--- config.mk ---
export PLATFORM = sky130hd
export DESIGN_NAME = bfrz_ctrl
export DESIGN_NICKNAME = d
export VERILOG_FILES = /design/src/rtl/core/bfrz_pkg.sv /design/src/rtl/core/bfrz_ctrl.sv
export SDC_FILE = /design/constraint.sdc
export NUM_CORES = 1
export LEC_CHECK = 0
export BUFFER_PORTS_ARGS = -buffer_cell sky130_fd_sc_hd__clkbuf_2
export CAP_MARGIN = 15
export CELL_PAD_IN_SITES_DETAIL_PLACEMENT = 0
export CELL_PAD_IN_SITES_GLOBAL_PLACEMENT = 1
export CORE_MARGIN = 2
export CORE_UTILIZATION = 33
export CTS_BUF_LIST = sky130_fd_sc_hd__clkbuf_8
export DETAILED_ROUTE_END_ITERATION = 8
export PLACE_DENSITY_LB_ADDON = 0.1
export SLEW_MARGIN = 20
export SYNTH_ARGS = -nofsm -noshare
export SYNTH_HDL_FRONTEND = slang
export SYNTH_SLANG_ARGS = --single-unit
--- constraint.sdc ---
create_clock -name clk -period 1.6 [get_ports clk]
set_input_delay 0.32 -clock clk [delete_from_list [all_inputs] [get_ports clk]]
set_output_delay 0.32 -clock clk [all_outputs]
set_load 0.02 [all_outputs]
--- src/rtl/core/bfrz_pkg.sv ---
// Shared constants, field widths, command codes and controller types for the
// block feedback rotozoom step. No dependencies; every other file uses it.
`timescale 1ns / 1ps
`default_nettype none

package bfrz_pkg;

    localparam int TILE_SIZE    = 16;
    localparam int TILES_ACROSS = 23;
    localparam int TILES_DOWN   = 17;

    localparam int STORE_W = TILE_SIZE * TILES_ACROSS;
    localparam int STORE_H = TILE_SIZE * TILES_DOWN;
    localparam int STORE_N = STORE_W * STORE_H;

    localparam int X_W    = $clog2(STORE_W);
    localparam int Y_W    = $clog2(STORE_H);
    localparam int ADDR_W = $clog2(STORE_N);
    localparam int TX_W   = $clog2(TILES_ACROSS);
    localparam int TY_W   = $clog2(TILES_DOWN);
    localparam int TI_W   = $clog2(TILE_SIZE);
    // Signed width for sample coordinates before clamping.
    localparam int SC_W   = ((X_W > Y_W) ? X_W : Y_W) + 3;

    localparam int OP_W      = 2;
    localparam int SEED_W    = 4;
    localparam int COLOR_W   = 8;
    localparam int SHIFT_W   = 4;
    localparam int PIX_W     = 9;
    localparam int CFG_IDX_W = 2;
    localparam int CFG_W     = 2;

    localparam logic [OP_W-1:0] OP_SEED   = 2'd0;
    localparam logic [OP_W-1:0] OP_STEP   = 2'd1;
    localparam logic [OP_W-1:0] OP_READ   = 2'd2;
    localparam logic [OP_W-1:0] OP_UNUSED = 2'd3;

    localparam logic [CFG_IDX_W-1:0] CFG_ROTATION = 2'd0;
    localparam logic [CFG_IDX_W-1:0] CFG_ZOOM     = 2'd1;

    typedef enum logic [3:0] {
        ST_CLEAR_GO,
        ST_CLEAR_WAIT,
        ST_IDLE,
        ST_ADDR,
        ST_SEED_WR,
        ST_READ_MEM,
        ST_COPY_GO,
        ST_COPY_WAIT,
        ST_BACK_GO,
        ST_BACK_WAIT,
        ST_FINISH
    } ctrl_state_t;

    typedef enum logic [1:0] {
        SCAN_CLEAR,
        SCAN_COPY,
        SCAN_BACK
    } scan_mode_t;

    typedef struct packed {
        logic load;
        logic addr;
        logic seed_wr;
        logic read;
        logic start_clear;
        logic start_copy;
        logic start_back;
        logic result;
    } dp_cmd_t;

    typedef struct packed {
        logic            scan_busy;
        logic [OP_W-1:0] op;
    } dp_status_t;

endpackage

`default_nettype wire

--- src/rtl/core/bfrz_ctrl.sv ---
// Controller state machine for the rotozoom step: sequences item handling,
// store passes and the result register. Depends on bfrz_pkg.
`timescale 1ns / 1ps
`default_nettype none

module bfrz_ctrl (
    input  wire logic                       clk,
    input  wire logic                       rst_n,
    input  wire logic                       item_valid,
    output logic                            item_ready,
    input  wire logic [bfrz_pkg::OP_W-1:0]  operation,
    output logic                            result_valid,
    input  wire logic                       result_ready,
    output bfrz_pkg::dp_cmd_t               cmd,
    input  wire bfrz_pkg::dp_status_t       status
);

    bfrz_pkg::ctrl_state_t state_reg, state_next;
    logic out_valid_reg, out_valid_next;

    always_ff @(posedge clk or negedge rst_n)
    begin
        if (!rst_n)
        begin
            state_reg     <= bfrz_pkg::ST_CLEAR_GO;
            out_valid_reg <= 1'b0;
        end
        else
        begin
            state_reg     <= state_next;
            out_valid_reg <= out_valid_next;
        end
    end

    always_comb
    begin
        state_next = state_reg;
        cmd        = '0;
        unique case (state_reg)
            bfrz_pkg::ST_CLEAR_GO:
            begin
                cmd.start_clear = 1'b1;
                state_next      = bfrz_pkg::ST_CLEAR_WAIT;
            end
            bfrz_pkg::ST_CLEAR_WAIT:
            begin
                if (!status.scan_busy)
                    state_next = bfrz_pkg::ST_IDLE;
            end
            bfrz_pkg::ST_IDLE:
            begin
                if (item_valid)
                begin
                    cmd.load = 1'b1;
                    unique case (operation) inside
                        bfrz_pkg::OP_SEED, bfrz_pkg::OP_READ:
                            state_next = bfrz_pkg::ST_ADDR;
                        bfrz_pkg::OP_STEP:
                            state_next = bfrz_pkg::ST_COPY_GO;
                        default:
                            state_next = bfrz_pkg::ST_FINISH;
                    endcase
                end
            end
            bfrz_pkg::ST_ADDR:
            begin
                cmd.addr = 1'b1;
                if (status.op == bfrz_pkg::OP_SEED)
                    state_next = bfrz_pkg::ST_SEED_WR;
                else
                    state_next = bfrz_pkg::ST_READ_MEM;
            end
            bfrz_pkg::ST_SEED_WR:
            begin
                cmd.seed_wr = 1'b1;
                state_next  = bfrz_pkg::ST_FINISH;
            end
            bfrz_pkg::ST_READ_MEM:
            begin
                cmd.read   = 1'b1;
                state_next = bfrz_pkg::ST_FINISH;
            end
            bfrz_pkg::ST_COPY_GO:
            begin
                cmd.start_copy = 1'b1;
                state_next     = bfrz_pkg::ST_COPY_WAIT;
            end
            bfrz_pkg::ST_COPY_WAIT:
            begin
                // The tile store must be complete before the write-back reads it.
                if (!status.scan_busy)
                    state_next = bfrz_pkg::ST_BACK_GO;
            end
            bfrz_pkg::ST_BACK_GO:
            begin
                cmd.start_back = 1'b1;
                state_next     = bfrz_pkg::ST_BACK_WAIT;
            end
            bfrz_pkg::ST_BACK_WAIT:
            begin
                if (!status.scan_busy)
                    state_next = bfrz_pkg::ST_FINISH;
            end
            bfrz_pkg::ST_FINISH:
            begin
                if (!out_valid_reg || result_ready)
                begin
                    cmd.result = 1'b1;
                    state_next = bfrz_pkg::ST_IDLE;
                end
            end
            default:
                state_next = bfrz_pkg::ST_IDLE;
        endcase
    end

    always_comb
    begin
        if (cmd.result)
            out_valid_next = 1'b1;
        else if (result_ready)
            out_valid_next = 1'b0;
        else
            out_valid_next = out_valid_reg;
    end

    assign item_ready   = (state_reg == bfrz_pkg::ST_IDLE);
    assign result_valid = out_valid_reg;

endmodule

`default_nettype wire

After elaboration in Yosys (flattened, before gate mapping). Index checks and enable logic that the tools add are counted.

Word-level logic and storage cells: 48. Register bits: 5.

Mux-type cells: 20. Equality and inequality tests: 17. Reduce and logical (&&, ||, !) cells: 9.

Operators with widths (count): 4-bit one-hot mux with 10 select lines (1); 4-bit 2-to-1 mux (5); 4-bit by 3-bit == test with 1-bit output, second input constant (4); 1-bit 2-to-1 mux (13); 4-bit == test, second input constant (3); 2-bit != test, second input constant (5); 4-bit by 2-bit == test with 1-bit output, second input constant (2); 4-bit one-hot mux with 2 select lines (1); 5-bit AND reduction (1); 4-bit by 1-bit == test with 1-bit output, second input constant (1); 2-bit logical NOT (2); 4-bit logical NOT (1); 2-bit OR reduction (2); 2-bit by 1-bit == test with 1-bit output, second input constant (1); 2-bit == test, second input constant (1); 2-bit nonzero test (1); 1-bit logical NOT (1); 1-bit logical OR (1).

Depth between registers and ports, before layout.
Word-level depth: 5. Gate-level depth with buffers: 5.

Worst setup path before layout. OpenSTA, ideal clock, no wires.

Kind: register to output. Start point: register state_reg[1]. End point: output cmd[3] (netlist name). Slack: -0.074 ns. Cell stages (with the launch flop): 3. Required time: 1.280 ns. Arrival time: 1.354 ns. Path through: dfrtp_1 -> clkbuf_1 -> nor4_1.

RTL lines: start, declared (line bfrz_ctrl.sv:18) `bfrz_pkg::ctrl_state_t state_reg, state_next;`; start signal, assigned (line bfrz_ctrl.sv:25) `state_reg <= bfrz_pkg::ST_CLEAR_GO;`; start signal, assigned (line bfrz_ctrl.sv:30) `state_reg <= state_next;`; end, declared (line bfrz_ctrl.sv:14) `output bfrz_pkg::dp_cmd_t cmd,`.

==> flow_summary.yaml <==
die:
  core-area_um2: 1301
  die_h_um: 41.15
  die-area_um2: 1693
  start_util: 0.3500
  die_w_um: 41.15
  row_count: 13
  io_pins: 19
place:
  portBuffers: 18
  dp_hpwl_um: 937.6
  dp_cells: 98
  place_ws_ns: 0.1116
  globalplace.congestion: 0.7465
synthesis:
  synth_nets: 70
  synth-seq-cells: 5
  synthDistinctLibCells: 30
  ys_seq_area_frac: 0.2747
  syn_avg_cell_area_um2: 7.466
  syn_inst: 61
  synth_area_um2: 455.4
  yosysWarningCount: 0
sta:
  finalCriticalPeriod_ns: 1.595
  report.final.hold_viol_count: 0
  finalSetupViolCount: 0
  slew_headroom: 0.8170
  worst_clock_skew_ns: 0.006683
  worst_pin_slew_ns: 0.2745
  rsz0062_at_grt: "true"
  fmax_ghz: 0.6270
  min_period_over_period: 0.9967
  maxSlewViolCount: 0
  worst_slack_ns: 0.005213
critical_path:
  path_cells: "buf_6, nand2b_4, nor3_2, buf_4"
  crit_slowest_cell: "dfrtp_2"
  path_buf_inv: 2
  cp_max_fo: 10
  cp-start-kind: "flip-flop"
  end_kind: "output port"
  required_ns: 1.28
  crit_family: "flip-flops"
  arrival_ns: 1.27
  cpPeakStageDelay_ns: 0.42
  critical_path_class: "flip-flop to output port"
grt:
  antenna_found_initial: 0
  grt_usage: 0.1855
  grt_pass1_wl_um: 1987
  grt_pass1_vias: 462
  grt_max_degree: 11
  overflow: 0
clocking:
  cts_buffers: 3
  cts_tree: "yes"
  cts_buffer_depth: 2
  clock_sinks: 5
  clk_latency_ns: 0.22
  ctsHtreeMaxLevel: 1
  root_buffer: "clkbuf_8"
  clk_pin_slew_worst_paths_ns: 0.04
finish:
  syn_to_final_growth_pct: 71.98
  final_net_count: 102
  drive_gt1_frac: 0.5217
  final_cells: 107
  largest_reg_flops: 4
  n_antenna_cell: 0
routing:
  finalWirelength_um: 1376
  viasPerCell: 5.065
  first_pass_iters: 4
  drt.antenna.violating_nets: 0
  wl_per_cell_um: 12.86
  drc: 0
  vias: 542
  drt_iter0_markers: 8
power:
  p_leak_uw: 0.0003720
  p_per_area_nw_per_um2: 1996
  peakVddDrop_v: 0.001324
min_path:
  worst_hold_path_type: "primary input to flip-flop"
outcome:
  status: "complete, no violations"
run:
  max_cap_violations: 0
-- cell usage after synthesis --
cell	n	area, µm²
a21o_1	1	7.510
a21oi_1	1	5.000
a22oi_1	1	7.510
a311oi_2	1	15.01
a31oi_1	1	6.260
and2_1	1	6.260
and3_1	1	6.260
buf_2	3	15.01
buf_4	1	7.510
clkbuf_1	1	3.750
dfrtp_1	5	125.1
inv_1	1	3.750
inv_2	1	3.750
mux2_1	2	22.52
mux2i_1	1	10.01
nand2_1	4	15.01
nand2b_1	5	31.28
nand2b_2	1	8.760
nand3_1	3	15.01
nand4_1	1	6.260
nand4bb_1	1	11.26
nor2_1	7	26.28
nor2b_1	2	12.51
nor3_1	5	25.02
nor3b_1	1	7.510
nor4_1	2	12.51
o211ai_1	1	7.510
o21ai_0	3	15.01
o21ai_1	2	10.01
o22ai_1	1	6.260
-- cells by family (layout without fill, tap and decap cells) --
group                  after synthesis  count (layout)  share of synthesized area
and+or+nand+nor                     34              34                     0.4039
DFF                                  5               5                     0.2747
muxes                                3               3                    0.07143
buffers and inverters                7              38                    0.07415
AOI/OAI and AO/OA                   12              12                     0.1758
-- power by group --
group	internal (µW)	leakage [µW]	switching (µW)
clock network	164	0.0000269	61.1
registers	187	0.0000607	59.7
logic	517	0.000284	575
total	868	0.000372	695
-- path summary, 6_finish.rpt --
kind	from	end	slack [ns]	cells past startpoint
max in group asynchronous	rst_n	state_reg[2]	0.99	2
max	state_reg[2]	cmd[1]	0.005	4
min reg2reg	result_valid	result_valid	0.53	2
min in group asynchronous	rst_n	result_valid	0.45	2
max reg2reg	state_reg[1]	state_reg[3]	0.08	5
min	result_ready	result_valid	0.41	3
-- cell usage in the layout (no fill, tap or decap), drive strengths merged --
cell	n
buf	19
clkbuf	15
nor2	7
nand2b	6
nor3	5
o21ai	5
dfrtp	5
nand2	4
nand3	3
inv	3
mux2	2
nor4	2
nor2b	2
nor3b	1
nand4bb	1
and3	1
and2	1
a31oi	1
a22oi	1
mux2i	1
o22ai	1
a21oi	1
a311oi	1
nand4	1
a21o	1
o211ai	1
dlygate4sd3	1
-- stage by stage --
| stage | instance area [µm²] | utilization | total power [µW] | hold WS (ns) | setup TNS, ns |
|---|---|---|---|---|---|
| floorplan | 461.7 | - | 826.2 | 0.02441 | 0 |
| global placement | 611.8 | 0.4702 | 1116 | 0.1392 | 0 |
| detailed placement | 611.8 | 0.4702 | 1111 | 0.1375 | 0 |
| CTS | 713.2 | 0.5481 | 1426 | 0.3923 | 0 |
| global route | 783.3 | 0.6019 | 1688 | 0.4126 | -0.1152 |
| finish | 783.3 | 0.6019 | 1564 | 0.4075 | 0 |
-- worst min-delay path: cells and delay by family --
family | cells | cell delay (ns)
and+or+nand+nor | 2 | 0.20
buffers and inverters | 1 | 0.07
-- layout make-up --
type,instances,area (µm²)
fill,124,518.0
inverter,2,7.507
multi-input combinational,49,359.1
clock buffer,3,41.29
timing repair buffer,32,225.2
tap,15,18.77
clock inverter,1,3.754
sequential,5,127.6
-- repair_timing --
action / in CTS / in global routing
pin swaps: 1 / 3
buffers inserted: 3 / 1
hold endpoints to repair: 5 / 0
setup endpoints to repair: 7 / 8
resized for setup: 8 / 20
hold buffers: 1 / 0
-- per-layer routing --
layer  vias up  GRT usage  share of wire
met5         -          0              0
met4         0    0.04839              0
met3         0    0.06522          0.047
met2        18     0.3203           0.52
met1       244     0.2150           0.43
li1        280          -              -
No activity file was read; power rests on OpenSTA's default activity.
